## config.mk

```make
export PLATFORM = sky130hd
export DESIGN_NAME = encoder_speed_odometry_top
export DESIGN_NICKNAME = d
export VERILOG_FILES = /design/src/sv/eso_pkg.sv /design/src/sv/eso_ctrl.sv /design/src/sv/eso_datapath.sv /design/src/sv/encoder_speed_odometry_top.sv
export SDC_FILE = /design/constraint.sdc
export NUM_CORES = 2
export LEC_CHECK = 0
export BUFFER_PORTS_ARGS = -buffer_cell sky130_fd_sc_hd__buf_2
export CORE_MARGIN = 2
export CORE_UTILIZATION = 25
export DETAILED_ROUTE_END_ITERATION = 6
export PLACE_DENSITY = 0.47
export SETUP_SLACK_MARGIN = 0.02
export SYNTH_ARGS = -nofsm -noshare
export SYNTH_HDL_FRONTEND = slang
export SYNTH_SLANG_ARGS = --single-unit
```

## constraint.sdc

```tcl
create_clock -name i_clk -period 10.6 [get_ports i_clk]
set_clock_uncertainty 0.15 [all_clocks]
set_input_delay 0.53 -clock i_clk [delete_from_list [all_inputs] [get_ports i_clk]]
set_output_delay 0.53 -clock i_clk [all_outputs]
set_load 0.005 [all_outputs]
```

## src/sv/eso_pkg.sv

```systemverilog
// types, codes and fixed widths shared by the encoder speed and odometry block
// no dependencies; imported by eso_ctrl, eso_datapath and the top level
`timescale 1ns / 1ps

package eso_pkg;

    // configuration port
    localparam int CFG_W     = 24;
    localparam int CFG_IDX_W = 1;
    localparam logic [CFG_IDX_W-1:0] CFG_CPR  = 1'b0;
    localparam logic [CFG_IDX_W-1:0] CFG_CIRC = 1'b1;
    localparam logic [CFG_W-1:0] CPR_RESET  = 24'd85333;
    localparam logic [CFG_W-1:0] CIRC_RESET = 24'd204204;

    // word fields
    localparam int CMD_W      = 2;
    localparam int COUNT_IN_W = 32;
    localparam int TIME_W     = 63;
    localparam int RPM_W      = 32;
    localparam int DIST_W     = 40;
    localparam int TRAVEL_W   = 40;
    localparam int OUT_WHEELS = 2;

    // shared multiplier: one 16-bit digit of the b operand per step
    localparam int MUL_B_W   = 64;
    localparam int MUL_DIG   = 16;
    localparam int MUL_STEPS = MUL_B_W / MUL_DIG;
    localparam logic [MUL_B_W-1:0] SPEED_SCALE = 64'd3932160000000;

    // shared restoring divider
    localparam int DEN_W     = CFG_W + TIME_W;
    localparam int SPD_QBITS = RPM_W - 1;
    localparam int DST_QBITS = DIST_W - 1;
    localparam int DIV_W     = DEN_W + SPD_QBITS;
    localparam int QUO_W     = DST_QBITS + 1;
    localparam int STEP_W    = $clog2(QUO_W);

    typedef enum logic [CMD_W-1:0] {
        CMD_UPDATE  = 2'd0,
        CMD_CLEAR_L = 2'd1,
        CMD_CLEAR_R = 2'd2
    } t_cmd;

    typedef enum logic [3:0] {
        DP_NOP,
        DP_DEN_LOAD,
        DP_SPD_LOAD,
        DP_DST_LOAD,
        DP_MUL_STEP,
        DP_DEN_SAVE,
        DP_SPD_DIVLD,
        DP_DST_DIVLD,
        DP_DIV_STEP,
        DP_SPD_SAVE,
        DP_DST_SAVE,
        DP_COMMIT,
        DP_CLEAR,
        DP_RESULT
    } t_dp_op;

    typedef struct packed {
        t_dp_op op;
        logic   wheel;
    } t_dp_cmd;

    typedef struct packed {
        logic [CMD_W-1:0] cmd;
        logic             pos;
    } t_dp_status;

endpackage

```

## src/sv/eso_ctrl.sv

```systemverilog
// sequencer for the encoder speed and odometry block
// depends on eso_pkg; drives eso_datapath one operation per cycle while working, holding while the output stalls
`timescale 1ns / 1ps

module eso_ctrl (
    input  logic                i_clk,
    input  logic                i_rst_n,
    input  logic                i_in_valid,
    output logic                o_in_stall,
    output logic                o_out_valid,
    input  logic                i_out_stall,
    input  eso_pkg::t_dp_status i_status,
    output eso_pkg::t_dp_cmd    o_cmd
);
    import eso_pkg::*;

    typedef enum logic [4:0] {
        S_IDLE,
        S_DECODE,
        S_DEN_LD,
        S_DEN_MUL,
        S_DEN_SV,
        S_SPD_LD,
        S_SPD_MUL,
        S_SPD_DVL,
        S_SPD_DIV,
        S_SPD_SV,
        S_COMMIT,
        S_CLEAR,
        S_DST_LD,
        S_DST_MUL,
        S_DST_DVL,
        S_DST_DIV,
        S_DST_SV,
        S_RESULT,
        S_OUT
    } t_state;

    t_state              r_state;
    t_state              n_state;
    logic [STEP_W-1:0]   r_step;
    logic [STEP_W-1:0]   n_step;
    logic                r_wheel;
    logic                n_wheel;
    t_dp_op              n_op;
    t_dp_cmd             r_cmd;
    logic                r_in_stall;
    logic                r_out_valid;

    always_comb begin
        n_state = r_state;
        n_step  = '0;
        n_wheel = r_wheel;
        unique case (r_state)
            S_IDLE: begin
                if (i_in_valid) begin
                    n_state = S_DECODE;
                end
            end
            S_DECODE: begin
                n_wheel = 1'b0;
                unique case (i_status.cmd) inside
                    CMD_UPDATE: begin
                        n_state = i_status.pos ? S_DEN_LD : S_COMMIT;
                    end
                    CMD_CLEAR_L, CMD_CLEAR_R: begin
                        n_state = S_CLEAR;
                        n_wheel = (i_status.cmd == CMD_CLEAR_R);
                    end
                    default: begin
                        n_state = S_DST_LD;
                    end
                endcase
            end
            S_DEN_LD:  n_state = S_DEN_MUL;
            S_DEN_MUL: begin
                n_step = STEP_W'(r_step + 1'b1);
                if (r_step == STEP_W'(MUL_STEPS - 1)) begin
                    n_state = S_DEN_SV;
                end
            end
            S_DEN_SV:  n_state = S_SPD_LD;
            S_SPD_LD:  n_state = S_SPD_MUL;
            S_SPD_MUL: begin
                n_step = STEP_W'(r_step + 1'b1);
                if (r_step == STEP_W'(MUL_STEPS - 1)) begin
                    n_state = S_SPD_DVL;
                end
            end
            S_SPD_DVL: n_state = S_SPD_DIV;
            S_SPD_DIV: begin
                n_step = STEP_W'(r_step + 1'b1);
                if (r_step == STEP_W'(SPD_QBITS)) begin
                    n_state = S_SPD_SV;
                end
            end
            S_SPD_SV: begin
                if (!r_wheel) begin
                    n_wheel = 1'b1;
                    n_state = S_SPD_LD;
                end else begin
                    n_state = S_COMMIT;
                end
            end
            S_COMMIT, S_CLEAR: begin
                n_wheel = 1'b0;
                n_state = S_DST_LD;
            end
            S_DST_LD:  n_state = S_DST_MUL;
            S_DST_MUL: begin
                n_step = STEP_W'(r_step + 1'b1);
                if (r_step == STEP_W'(MUL_STEPS - 1)) begin
                    n_state = S_DST_DVL;
                end
            end
            S_DST_DVL: n_state = S_DST_DIV;
            S_DST_DIV: begin
                n_step = STEP_W'(r_step + 1'b1);
                if (r_step == STEP_W'(DST_QBITS)) begin
                    n_state = S_DST_SV;
                end
            end
            S_DST_SV: begin
                if (!r_wheel) begin
                    n_wheel = 1'b1;
                    n_state = S_DST_LD;
                end else begin
                    n_state = S_RESULT;
                end
            end
            // the output slot frees at this edge if the held word is taken
            S_RESULT: begin
                if (!r_out_valid || !i_out_stall) begin
                    n_state = S_OUT;
                end
            end
            S_OUT:   n_state = S_IDLE;
            default: n_state = S_IDLE;
        endcase
    end

    // datapath operation carried out while in the next state
    always_comb begin
        unique case (n_state)
            S_DEN_LD:               n_op = DP_DEN_LOAD;
            S_SPD_LD:               n_op = DP_SPD_LOAD;
            S_DST_LD:               n_op = DP_DST_LOAD;
            S_DEN_MUL, S_SPD_MUL,
            S_DST_MUL:              n_op = DP_MUL_STEP;
            S_DEN_SV:               n_op = DP_DEN_SAVE;
            S_SPD_DVL:              n_op = DP_SPD_DIVLD;
            S_DST_DVL:              n_op = DP_DST_DIVLD;
            S_SPD_DIV, S_DST_DIV:   n_op = DP_DIV_STEP;
            S_SPD_SV:               n_op = DP_SPD_SAVE;
            S_DST_SV:               n_op = DP_DST_SAVE;
            S_COMMIT:               n_op = DP_COMMIT;
            S_CLEAR:                n_op = DP_CLEAR;
            S_OUT:                  n_op = DP_RESULT;
            default:                n_op = DP_NOP;
        endcase
    end

    always_ff @(posedge i_clk) begin
        if (!i_rst_n) begin
            r_state     <= S_IDLE;
            r_step      <= '0;
            r_wheel     <= 1'b0;
            r_cmd       <= '{op: DP_NOP, wheel: 1'b0};
            r_in_stall  <= 1'b0;
            r_out_valid <= 1'b0;
        end else begin
            r_state    <= n_state;
            r_step     <= n_step;
            r_wheel    <= n_wheel;
            r_cmd      <= '{op: n_op, wheel: n_wheel};
            r_in_stall <= (n_state != S_IDLE);
            if (r_state == S_OUT) begin
                r_out_valid <= 1'b1;
            end else if (r_out_valid && !i_out_stall) begin
                r_out_valid <= 1'b0;
            end
        end
    end

    assign o_in_stall  = r_in_stall;
    assign o_out_valid = r_out_valid;
    assign o_cmd       = r_cmd;

endmodule

```

## src/sv/eso_datapath.sv

```systemverilog
// datapath: wheel state, config registers, shared 16-bit digit multiplier,
// shared restoring divider and output word registers; depends on eso_pkg
`timescale 1ns / 1ps

module eso_datapath #(
    parameter int COUNT_WIDTH = 32,
    parameter int WHEELS      = 2
) (
    input  logic                                  i_clk,
    input  logic                                  i_rst_n,
    input  logic                                  i_cfg_we,
    input  logic [eso_pkg::CFG_IDX_W-1:0]         i_cfg_index,
    input  logic [eso_pkg::CFG_W-1:0]             i_cfg_data,
    input  logic                                  i_accept,
    input  logic [eso_pkg::CMD_W-1:0]             i_command,
    input  logic signed [eso_pkg::COUNT_IN_W-1:0] i_count_left,
    input  logic signed [eso_pkg::COUNT_IN_W-1:0] i_count_right,
    input  logic [eso_pkg::TIME_W-1:0]            i_time_us,
    input  eso_pkg::t_dp_cmd                      i_cmd,
    output eso_pkg::t_dp_status                   o_status,
    output logic signed [eso_pkg::RPM_W-1:0]      o_rpm_left_q8,
    output logic signed [eso_pkg::RPM_W-1:0]      o_rpm_right_q8,
    output logic signed [eso_pkg::DIST_W-1:0]     o_distance_left_um,
    output logic signed [eso_pkg::DIST_W-1:0]     o_distance_right_um
);
    import eso_pkg::*;

    localparam int ACT_WHEELS = (WHEELS < OUT_WHEELS) ? WHEELS : OUT_WHEELS;
    localparam int MAG_W      = (COUNT_WIDTH > TRAVEL_W) ? COUNT_WIDTH : TRAVEL_W;
    localparam int SUM_W      = MAG_W + 1;
    localparam int ACC_W      = MAG_W + MUL_B_W;

    logic [CFG_W-1:0]              r_cpr;
    logic [CFG_W-1:0]              r_circ;
    logic [TIME_W-1:0]             r_prev_time;
    logic [CMD_W-1:0]              r_cmd_code;
    logic signed [COUNT_WIDTH-1:0] r_cur [OUT_WHEELS];
    logic [TIME_W-1:0]             r_now;
    logic [MAG_W-1:0]              r_mul_a;
    logic [MUL_B_W-1:0]            r_mul_b;
    logic [ACC_W-1:0]              r_acc;
    logic [DEN_W-1:0]              r_den;
    logic [DIV_W-1:0]              r_rem;
    logic [DIV_W-1:0]              r_dsh;
    logic [QUO_W-1:0]              r_quo;
    logic                          r_num_zero;
    logic signed [DIST_W-1:0]      r_res_dist [OUT_WHEELS];
    logic signed [RPM_W-1:0]       r_out_rpm [OUT_WHEELS];
    logic signed [DIST_W-1:0]      r_out_dist [OUT_WHEELS];

    logic signed [COUNT_WIDTH-1:0] v_prev [OUT_WHEELS];
    logic signed [RPM_W-1:0]       v_speed [OUT_WHEELS];
    logic signed [TRAVEL_W-1:0]    v_travel [OUT_WHEELS];

    logic signed [COUNT_WIDTH-1:0] v_delta;
    logic [COUNT_WIDTH-1:0]        v_delta_mag;
    logic signed [TRAVEL_W-1:0]    v_trav_sel;
    logic [TRAVEL_W-1:0]           v_trav_mag;
    logic signed [SUM_W-1:0]       v_sum;
    logic signed [TRAVEL_W-1:0]    v_travel_new;
    logic [TIME_W-1:0]             v_dt;
    logic [MAG_W+MUL_DIG-1:0]      v_prod;
    logic                          v_ge;
    logic [SPD_QBITS:0]            v_spd_q;
    logic [DST_QBITS:0]            v_dst_q;
    logic signed [RPM_W-1:0]       v_speed_new;
    logic signed [DIST_W-1:0]      v_dist_new;

    // per-wheel state; wheels without storage read as zero
    for (genvar w = 0; w < OUT_WHEELS; w++) begin : g_wheel
        if (w < ACT_WHEELS) begin : g_store
            logic signed [COUNT_WIDTH-1:0] r_prev_count;
            logic signed [RPM_W-1:0]       r_speed;
            logic signed [TRAVEL_W-1:0]    r_travel;

            always_ff @(posedge i_clk) begin
                if (!i_rst_n) begin
                    r_prev_count <= '0;
                    r_speed      <= '0;
                    r_travel     <= '0;
                end else begin
                    unique case (i_cmd.op)
                        DP_SPD_SAVE: begin
                            if (i_cmd.wheel == 1'(w)) begin
                                r_speed  <= v_speed_new;
                                r_travel <= v_travel_new;
                            end
                        end
                        DP_CLEAR: begin
                            if (i_cmd.wheel == 1'(w)) begin
                                r_prev_count <= '0;
                                r_travel     <= '0;
                            end
                        end
                        DP_COMMIT: r_prev_count <= r_cur[w];
                        default: ;
                    endcase
                end
            end

            assign v_prev[w]   = r_prev_count;
            assign v_speed[w]  = r_speed;
            assign v_travel[w] = r_travel;
        end else begin : g_none
            assign v_prev[w]   = '0;
            assign v_speed[w]  = '0;
            assign v_travel[w] = '0;
        end
    end

    always_comb begin
        // delta wraps at the count width
        v_delta     = r_cur[i_cmd.wheel] - v_prev[i_cmd.wheel];
        v_delta_mag = v_delta[COUNT_WIDTH-1] ? unsigned'(-v_delta) : unsigned'(v_delta);
        v_trav_sel  = v_travel[i_cmd.wheel];
        v_trav_mag  = v_trav_sel[TRAVEL_W-1] ? unsigned'(-v_trav_sel) : unsigned'(v_trav_sel);

        v_sum = SUM_W'(v_delta) + SUM_W'(v_trav_sel);
        if ((v_sum[SUM_W-1:TRAVEL_W-1] == '0) || (v_sum[SUM_W-1:TRAVEL_W-1] == '1)) begin
            v_travel_new = v_sum[TRAVEL_W-1:0];
        end else begin
            v_travel_new = {v_sum[SUM_W-1], {(TRAVEL_W-1){!v_sum[SUM_W-1]}}};
        end

        v_dt   = r_now - r_prev_time;
        v_prod = r_mul_a * r_mul_b[MUL_B_W-1 -: MUL_DIG];
        v_ge   = (r_rem >= r_dsh);

        // top quotient bit set means the quotient reached the cap
        v_spd_q = r_quo[SPD_QBITS:0];
        if (r_num_zero) begin
            v_speed_new = '0;
        end else if (v_spd_q[SPD_QBITS]) begin
            v_speed_new = v_delta[COUNT_WIDTH-1] ? {1'b1, {SPD_QBITS{1'b0}}}
                                                 : {1'b0, {SPD_QBITS{1'b1}}};
        end else begin
            v_speed_new = v_delta[COUNT_WIDTH-1] ? -signed'(v_spd_q) : signed'(v_spd_q);
        end

        v_dst_q = r_quo[DST_QBITS:0];
        if (r_num_zero) begin
            v_dist_new = '0;
        end else if (v_dst_q[DST_QBITS]) begin
            v_dist_new = v_trav_sel[TRAVEL_W-1] ? {1'b1, {DST_QBITS{1'b0}}}
                                                : {1'b0, {DST_QBITS{1'b1}}};
        end else begin
            v_dist_new = v_trav_sel[TRAVEL_W-1] ? -signed'(v_dst_q) : signed'(v_dst_q);
        end
    end

    // registers that reset clears or loads with the config defaults
    always_ff @(posedge i_clk) begin
        if (!i_rst_n) begin
            r_cpr       <= CPR_RESET;
            r_circ      <= CIRC_RESET;
            r_prev_time <= '0;
        end else begin
            if (i_cfg_we) begin
                unique case (i_cfg_index)
                    CFG_CPR:  r_cpr  <= i_cfg_data;
                    CFG_CIRC: r_circ <= i_cfg_data;
                    default: ;
                endcase
            end
            if (i_cmd.op == DP_COMMIT) begin
                r_prev_time <= r_now;
            end
        end
    end

    // payload registers
    always_ff @(posedge i_clk) begin
        if (i_accept) begin
            r_cmd_code <= i_command;
            r_cur[0]   <= COUNT_WIDTH'(i_count_left);
            r_cur[1]   <= COUNT_WIDTH'(i_count_right);
            r_now      <= i_time_us;
        end
        unique case (i_cmd.op)
            DP_DEN_LOAD: begin
                r_mul_a <= MAG_W'(r_cpr);
                r_mul_b <= MUL_B_W'(v_dt);
                r_acc   <= '0;
            end
            DP_SPD_LOAD: begin
                r_mul_a <= MAG_W'(v_delta_mag);
                r_mul_b <= SPEED_SCALE;
                r_acc   <= '0;
            end
            DP_DST_LOAD: begin
                r_mul_a <= MAG_W'(v_trav_mag);
                r_mul_b <= MUL_B_W'({r_circ, 8'b0});
                r_acc   <= '0;
            end
            DP_MUL_STEP: begin
                r_acc   <= (r_acc << MUL_DIG) + ACC_W'(v_prod);
                r_mul_b <= r_mul_b << MUL_DIG;
            end
            DP_DEN_SAVE: r_den <= r_acc[DEN_W-1:0];
            DP_SPD_DIVLD: begin
                r_rem      <= DIV_W'(r_acc);
                r_dsh      <= DIV_W'(r_den) << SPD_QBITS;
                r_quo      <= '0;
                r_num_zero <= (r_acc == '0);
            end
            DP_DST_DIVLD: begin
                r_rem      <= DIV_W'(r_acc);
                r_dsh      <= DIV_W'(r_cpr) << DST_QBITS;
                r_quo      <= '0;
                r_num_zero <= (r_acc == '0);
            end
            DP_DIV_STEP: begin
                if (v_ge) begin
                    r_rem <= r_rem - r_dsh;
                end
                r_quo <= {r_quo[QUO_W-2:0], v_ge};
                r_dsh <= r_dsh >> 1;
            end
            DP_DST_SAVE: r_res_dist[i_cmd.wheel] <= v_dist_new;
            DP_RESULT: begin
                r_out_rpm[0]  <= v_speed[0];
                r_out_rpm[1]  <= v_speed[1];
                r_out_dist[0] <= r_res_dist[0];
                r_out_dist[1] <= r_res_dist[1];
            end
            default: ;
        endcase
    end

    assign o_status = '{cmd: r_cmd_code, pos: (r_now > r_prev_time)};

    assign o_rpm_left_q8       = r_out_rpm[0];
    assign o_rpm_right_q8      = r_out_rpm[1];
    assign o_distance_left_um  = r_out_dist[0];
    assign o_distance_right_um = r_out_dist[1];

endmodule

```

## src/sv/encoder_speed_odometry_top.sv

```systemverilog
// an update with positive elapsed time forms the denominator product, then both wheel
// speeds, then both distances; other commands form only the distances; no new word is
// taken until the last result is loaded; the work is done by the one-bit-per-cycle divider
// (32 steps per speed, 40 per distance, both wheels in turn) and 4-step multiplier
// reset: synchronous active low; clears wheel state, last time, handshake state and
// loads the config defaults, no clearing pass
`timescale 1ns / 1ps

module encoder_speed_odometry_top #(
    parameter int COUNT_WIDTH = 32,
    parameter int WHEELS      = 2
) (
    input  logic                                  i_clk,
    input  logic                                  i_rst_n,
    input  logic                                  i_cfg_we,
    input  logic [eso_pkg::CFG_IDX_W-1:0]         i_cfg_index,
    input  logic [eso_pkg::CFG_W-1:0]             i_cfg_data,
    input  logic                                  i_in_valid,
    output logic                                  o_in_stall,
    input  logic [eso_pkg::CMD_W-1:0]             i_command,
    input  logic signed [eso_pkg::COUNT_IN_W-1:0] i_count_left,
    input  logic signed [eso_pkg::COUNT_IN_W-1:0] i_count_right,
    input  logic [eso_pkg::TIME_W-1:0]            i_time_us,
    output logic                                  o_out_valid,
    input  logic                                  i_out_stall,
    output logic signed [eso_pkg::RPM_W-1:0]      o_rpm_left_q8,
    output logic signed [eso_pkg::RPM_W-1:0]      o_rpm_right_q8,
    output logic signed [eso_pkg::DIST_W-1:0]     o_distance_left_um,
    output logic signed [eso_pkg::DIST_W-1:0]     o_distance_right_um
);
    import eso_pkg::*;

    t_dp_cmd    w_dp_cmd;
    t_dp_status w_dp_status;
    logic       w_accept;

    assign w_accept = i_in_valid && !o_in_stall;

    eso_ctrl u_ctrl (
        .i_clk       (i_clk),
        .i_rst_n     (i_rst_n),
        .i_in_valid  (i_in_valid),
        .o_in_stall  (o_in_stall),
        .o_out_valid (o_out_valid),
        .i_out_stall (i_out_stall),
        .i_status    (w_dp_status),
        .o_cmd       (w_dp_cmd)
    );

    eso_datapath #(
        .COUNT_WIDTH (COUNT_WIDTH),
        .WHEELS      (WHEELS)
    ) u_datapath (
        .i_clk               (i_clk),
        .i_rst_n             (i_rst_n),
        .i_cfg_we            (i_cfg_we),
        .i_cfg_index         (i_cfg_index),
        .i_cfg_data          (i_cfg_data),
        .i_accept            (w_accept),
        .i_command           (i_command),
        .i_count_left        (i_count_left),
        .i_count_right       (i_count_right),
        .i_time_us           (i_time_us),
        .i_cmd               (w_dp_cmd),
        .o_status            (w_dp_status),
        .o_rpm_left_q8       (o_rpm_left_q8),
        .o_rpm_right_q8      (o_rpm_right_q8),
        .o_distance_left_um  (o_distance_left_um),
        .o_distance_right_um (o_distance_right_um)
    );

    // input side closes right after a word is taken
    a_stall_after_accept: assert property (@(posedge i_clk) disable iff (!i_rst_n)
        w_accept |=> o_in_stall)
        else $error("input not closed after acceptance");

    // datapath only works while the input side is closed
    a_busy_when_working: assert property (@(posedge i_clk) disable iff (!i_rst_n)
        (w_dp_cmd.op != DP_NOP) |-> o_in_stall)
        else $error("datapath operation while input open");

    // a result loads only into a free output slot and then shows
    a_result_slot_free: assert property (@(posedge i_clk) disable iff (!i_rst_n)
        (w_dp_cmd.op == DP_RESULT) |-> !o_out_valid ##1 o_out_valid)
        else $error("result loaded over a pending word");

    // a clear only follows a clear command
    a_clear_cmd: assert property (@(posedge i_clk) disable iff (!i_rst_n)
        (w_dp_cmd.op == DP_CLEAR) |->
            (w_dp_status.cmd == CMD_CLEAR_L || w_dp_status.cmd == CMD_CLEAR_R))
        else $error("clear without clear command");

endmodule
```

# Word-level counts from Yosys, hierarchy flattened
# Memory sizes are Yosys's and may differ from the RTL's. A register that Yosys moved wholly into a read port is not among the register bits.
# Index checks and enable logic that the tools add are counted.
[word_totals] register_bits=970 latchBits=0 ram_bits=288 rom_bits=128 wordCells=185 mem_count=5
[mem_list] memory="(name not given)" words=32 width=4 read_ports=1 rd_clocked_by_memory_dff=1 write_ports=0 line="eso_ctrl.sv:144" text="unique case (n_state)"
[mem_list] memory="u_datapath.r_out_dist" words=2 width=40 read_ports=2 rd_clocked_by_memory_dff=0 write_ports=2 line="eso_datapath.sv:49" text="logic signed [DIST_W-1:0] r_out_dist [OUT_WHEELS];"
[mem_list] memory="u_datapath.r_res_dist" words=2 width=40 read_ports=2 rd_clocked_by_memory_dff=0 write_ports=1 line="eso_datapath.sv:47" text="logic signed [DIST_W-1:0] r_res_dist [OUT_WHEELS];"
[mem_list] memory="u_datapath.r_cur" words=2 width=32 read_ports=3 rd_clocked_by_memory_dff=1 write_ports=2 line="eso_datapath.sv:37" text="logic signed [COUNT_WIDTH-1:0] r_cur [OUT_WHEELS];"
[mem_list] memory="u_datapath.r_out_rpm" words=2 width=32 read_ports=2 rd_clocked_by_memory_dff=0 write_ports=2 line="eso_datapath.sv:48" text="logic signed [RPM_W-1:0] r_out_rpm [OUT_WHEELS];"
[classes] n_addsub=10 multipliers=1 n_div=0 n_lt_le_gt_ge=3 n_eq_ne=42 shifts=0 mux=58 n_bitwise=3 n_reduce_logical=39
[ops] cell="two-way mux 40 bit" count=13
[ops] cell="one-hot mux 118 bit (3 select lines)" count=1
[ops] cell="two-way mux 32 bit" count=10
[ops] cell="one-hot mux 64 bit (4 select lines)" count=1
[ops] cell="one-hot mux 40 bit (2 select lines)" count=3
[ops] cell="one-hot mux 118 bit (2 select lines)" count=1
[ops] cell="one-hot mux 104 bit (2 select lines)" count=1
[ops] cell="one-hot mux 32 bit (2 select lines)" count=2
[ops] cell="one-hot mux 40 bit (3 select lines)" count=1
[ops] cell="greater-or-equal comparator 118 bit" count=1
[ops] cell="two-way mux 118 bit" count=1
[ops] cell="subtractor 118 bit" count=1
[ops] cell="adder 104 x 56 -> 104 bit" count=1
[ops] cell="logical NOT 104 bit" count=1
[ops] cell="one-hot mux 5 bit (17 select lines)" count=1
[ops] cell="negator 40 bit" count=2
[ops] cell="negator 32 bit" count=2
[ops] cell="greater-than comparator 63 bit" count=1
[ops] cell="subtractor 63 bit" count=1
[ops] cell="multiplier 40 x 16 -> 56 bit" count=1
[ops] cell="adder 32 x 40 -> 41 bit" count=1
[ops] cell="== test 5 x 4 -> 1 bit (second input constant)" count=8
[ops] cell="two-way mux 5 bit" count=8
[ops] cell="subtractor 32 bit" count=1
[ops] cell="other kinds (37)" count=92

# Longest topological paths before layout
[depth] depth_word=11 mapped_depth=36 mapped_depth_nobuf=26

# Cells and area by module
# Synthesis repeated with hierarchy kept, for this count alone.
[hier_totals] hier_cells=9297 hier_area_um2=88222.1
[modules_own_cells] mod="eso_datapath" instances=1 cells_per_inst=9135 area_per_inst_um2=86902.1 seq_area_each_um2=34162.8
[modules_own_cells] mod="eso_ctrl" instances=1 cells_per_inst=161 area_per_inst_um2=1306.3 seq_area_each_um2=360.3
[modules_own_cells] mod="encoder_speed_odometry_top" instances=1 cells_per_inst=1 area_per_inst_um2=13.8 seq_area_each_um2=0.0

# Worst setup path before layout
# Ideal clock, no wire load.
[synth_timing] kind="register to register" start="register, netlist name u_ctrl.r_wheel" end="register u_datapath.g_wheel[1].g_store.r_travel[10]" setup_time_ns=0.136 arrival_time_ns=8.137 t_required_ns=10.314 path_slack_ns=2.177 path_stages_with_launch=35 period_less_slack_ns=8.423 cell_sequence="dfxtp_1 > buf_2 > buf_2 > buf_1 > buf_1 > buf_2 > buf_1 > buf_1 > mux2i_1 > ha_1 > nor2b_1 > o21ai_0 > a21boi_1 > o2111a_1 > a311o_2 > and3_2 > o21ai_1 > and3_1 > nor3_1 > inv_1 > buf_1 > ha_1 > clkbuf_1 > a21o_1 > a21o_1 > a21oi_1 > nor2b_1 > o21ai_0 > nand2b_1 > a2111oi_0 > a22oi_1 > clkbuf_1 > nand3_1 > clkbuf_1 > a31oi_1"
[synth_lines] item="end signal, assigned" line="eso_datapath.sv:86" text="r_travel <= v_travel_new;"
[synth_lines] item="end, declared" line="eso_datapath.sv:74" text="logic signed [TRAVEL_W-1:0] r_travel;"

# Final worst setup path
[layout_timing] start="register u_datapath.r_mul_b[54]" end="register u_datapath.r_acc[79] (data pin)"
[layout_via] elab_chain_cells=3
[layout_lines] item="start, declared" line="eso_datapath.sv:40" text="logic [MUL_B_W-1:0] r_mul_b;"
[layout_lines] item="start signal, assigned" line="eso_datapath.sv:182" text="r_mul_b <= MUL_B_W'(v_dt);"
[layout_lines] item="start signal, assigned" line="eso_datapath.sv:192" text="r_mul_b <= MUL_B_W'({r_circ, 8'b0});"
[layout_lines] item="start signal, assigned" line="eso_datapath.sv:197" text="r_mul_b <= r_mul_b << MUL_DIG;"
[layout_lines] item="multiplier 40 x 16 -> 56 bit" line="eso_datapath.sv:126" text="v_prod = r_mul_a * r_mul_b[MUL_B_W-1 -: MUL_DIG];"
[layout_lines] item="adder 104 x 56 -> 104 bit" line="eso_datapath.sv:196" text="r_acc <= (r_acc << MUL_DIG) + ACC_W'(v_prod);"
[layout_lines] item="one-hot mux 104 bit (2 select lines)" line="eso_datapath.sv:179" text="unique case (i_cmd.op)"
[layout_lines] item="end signal, assigned" line="eso_datapath.sv:196"
[layout_lines] item="end, declared" line="eso_datapath.sv:41" text="logic [ACC_W-1:0] r_acc;"
# Every way passes these cells.
# A chain may end at the register's enable or synchronous reset.

==> metrics <==
status completed; Setup Crit Path Kind reg2reg; Final Cycle Share between 80% and 90%; WL final 291 mm; port bufs 304; prevailing post-synth register cell edfxtp_1; Mapped Cells about 9000; top post-synthesis cells by area edfxtp_1 32%, fa_1 13%, dfxtp_1 7.7%, ha_1 5.8%, nand2_1 5.6%; Final Hold Viols 0; DR vias between 60000 and 70000; peak fanout along the critical path 22; GRT overflow 0; area leader, netlist edfxtp_1; drt drc 0; clk_lat worst skew roughly 0.85 ns; syn_area_per_cell around 9.5 sq um; final core occ around 29%; CTS tree done; filler cell count between 30000 and 40000; core area about 350000 sq um; Tightest Pin Transition between 1 and 1.5 ns; Final Max Tran Viols 0; Post-Place Worst Slack roughly 2 ns; CTS Buf Count ~160; EDFF count, synth 925; Initial Utilization about a quarter; Final Cell Area 101000 sq um; Mapped Nets between 10000 and 15000; HP Class in2reg; antenna viol nets, final 0; FP Rows between 200 and 250; sequential area share after synthesis between 30% and 40%; ys async rst share 0%; max-cap violations 0; post-CTS setup buffer count 0; yosys warns 0; total track usage 16.0%; root buf cell clkbuf_16; DR pass1 iterations 6; number of unique standard cell types used by synthesis 95; reg2reg setup slack between 1.5 and 2 ns; Die H a little under 600 um; Initial DRC Count between 4000 and 5000; initial antenna violation count 26; vias per cell 4.84; Slew HR ~14%; FMAX 115 MHz; synthesized area a little under 90000 sq um; wire per inst about 21 um; largest net degree at the start of global routing 192; Setup crit end kind flip-flop; final net count between 10000 and 15000; register area about 35000 sq um; Fin Setup TNS 0 ns; Syn-to-layout area delta 15.0%; Ports just over 300; # H-tree levels 4; Max clock buf depth 4; ratio of cells with drive above 1 in the final layout 8.21%; Die Wd between 500 and 600 um; Final Wtd Congestion 0.887; Reg clk slew, reported paths 0.06 ns; share of the synthesized area in the top cell type 31.8%; die footprint between 300000 and 400000 sq um; vias in the first global route 69987; RSZ-0062 raised after global routing no; area of the multi-input gates about 47000 sq um; final worst setup slack a little under 2 ns; Sink Count about 1300; Synth Register Bits about 1300; CP required 11.09 ns; Area after DPL 93800 sq um; Setup violations, final 0; hpwl dp 218 mm; CP Launch Type flip-flop; Worst EP arrival approximately 9 ns; first-pass GRT wire length 441 mm; Period minus WS final approximately 8.7 ns
-- registers in the layout, summed over array words and instances (netlist names), 63 cells and up, named ones only --
register,cells
u_datapath.g_wheel.g_store.r_prev_count,64
u_datapath.r_den,87
u_datapath.r_cur,64
u_datapath.r_mul_b,64
u_datapath.r_acc,104
u_datapath.g_wheel.g_store.r_speed,64
u_datapath.r_dsh,118
u_datapath.r_rem,118
u_datapath.r_out_dist,80
u_datapath.g_wheel.g_store.r_travel,80
u_datapath.r_now,63
u_datapath.r_prev_time,63
u_datapath.r_res_dist,80
u_datapath.r_out_rpm,64
-- per-layer routing --
metal  global-route usage [%]  up-vias  wire [um]
met4                     4.77       16       8860
met1                     21.8    34169     132000
met5                        0        -        110
met2                     26.1     1995     134000
li1                         -    32077          -
met3                     2.40      419      16200
-- cell usage in the layout (no fill, tap or decap), types with 36 or more instances in the layout --
master and count:
clkbuf_16 167, o21bai_1 77, xor2_1 139, clkbuf_1 36, mux2_2 51, ha_1 406
and3_1 105, nand3_1 198, or3_1 57, a211oi_1 38, a22oi_1 119, o31ai_1 37
nand2_1 1294, nor4_1 78, dlygate4sd3_1 154, a21oi_1 560, buf_2 304, nand2b_1 59
edfxtp_1 925, o21ai_0 565, mux2i_1 67, nor2_1 521, nor2b_1 41, buf_4 100
and2_1 247, nor3_1 110, fa_1 574, xnor2_1 217, o21a_1 43, a21o_1 199
nand4_1 116, dfxtp_1 337, inv_1 1047, a31oi_1 105
-- final timing paths --
kind                                              startpoint                            to  depth (start not counted)
worst max register to register        u_datapath.r_mul_b[54]          u_datapath.r_acc[79]                         26
worst min-delay path                              i_in_valid      u_datapath.r_cmd_code[1]                          2
worst min register to register  u_datapath.r_res_dist[0][29]  u_datapath.r_out_dist[0][29]                          0
worst max-delay path                  u_datapath.r_mul_b[54]          u_datapath.r_acc[79]                         26
-- per-stage QoR --
step	cells	hold slack, ns
6_report	14177	0.0881
5_1_grt	14173	0.0622
4_1_cts	14172	0.0418
3_5_place_dp	13735	0.255
3_3_place_gp	13735	0.254
2_1_floorplan	9236	0.250
-- critical path, cell delays in order, from the launching register on --
cell	delay, ns
edfxtp_1	0.84
buf_4	0.40
nand2_1	0.13
fa_1	0.56
inv_1	0.05
fa_1	0.53
inv_1	0.05
fa_1	0.49
inv_1	0.05
fa_1	0.47
fa_1	0.55
inv_1	0.06
fa_1	0.53
inv_1	0.05
ha_1	0.44
nand4_1	0.17
nor2_1	0.18
nand3_1	0.09
a211oi_1	0.46
o211a_1	0.29
o211a_1	0.23
o21ai_0	0.21
o21ai_1	0.21
buf_4	0.19
nand2_1	0.32
or4_1	0.61
a21oi_1	0.16
-- timing repair --
action	CTS	global route
gates resized for setup	0	0
endpoints found under the hold margin	178	0
hold buffers	154	0
-- Yosys cell counts, types with 59 or more instances --
master,n
a21o_1,200
a21oi_1,562
a22oi_1,119
a31oi_1,105
and2_1,249
and3_1,106
clkbuf_1,468
dfxtp_1,338
edfxtp_1,925
fa_1,574
ha_1,406
inv_1,1047
mux2i_1,68
nand2_1,1298
nand2b_1,59
nand3_1,199
nand4_1,116
nor2_1,526
nor3_1,115
nor4_1,80
o21ai_0,566
o21bai_1,77
xnor2_1,217
xor2_1,139
-- cell type report --
cell class | count | area share [%]
clock buffer | 215 | 4.45
timing repair buffer | 559 | 3.81
multi-input combinational | 6417 | 47.0
antenna | 5 | 0.0124
tap | 4599 | 5.72
inverter | 1051 | 3.93
sequential | 1263 | 34.4
clock inverter | 68 | 0.741
-- kinds of logic after synthesis --
| group | Yosys count | share of synthesized area (%) |
|---|---|---|
| buf+inv | 1556 | 6.70 |
| simple gates | 2958 | 15.7 |
| flops | 1263 | 39.5 |
| xor+xnor | 356 | 3.56 |
| mux | 120 | 1.46 |
| fa+ha+maj | 981 | 19.0 |
| compound gates | 2002 | 14.1 |
Power is left out: the tool's default activity adds up to more than one toggle a clock period on the data nets, which glitch-free logic cannot reach.
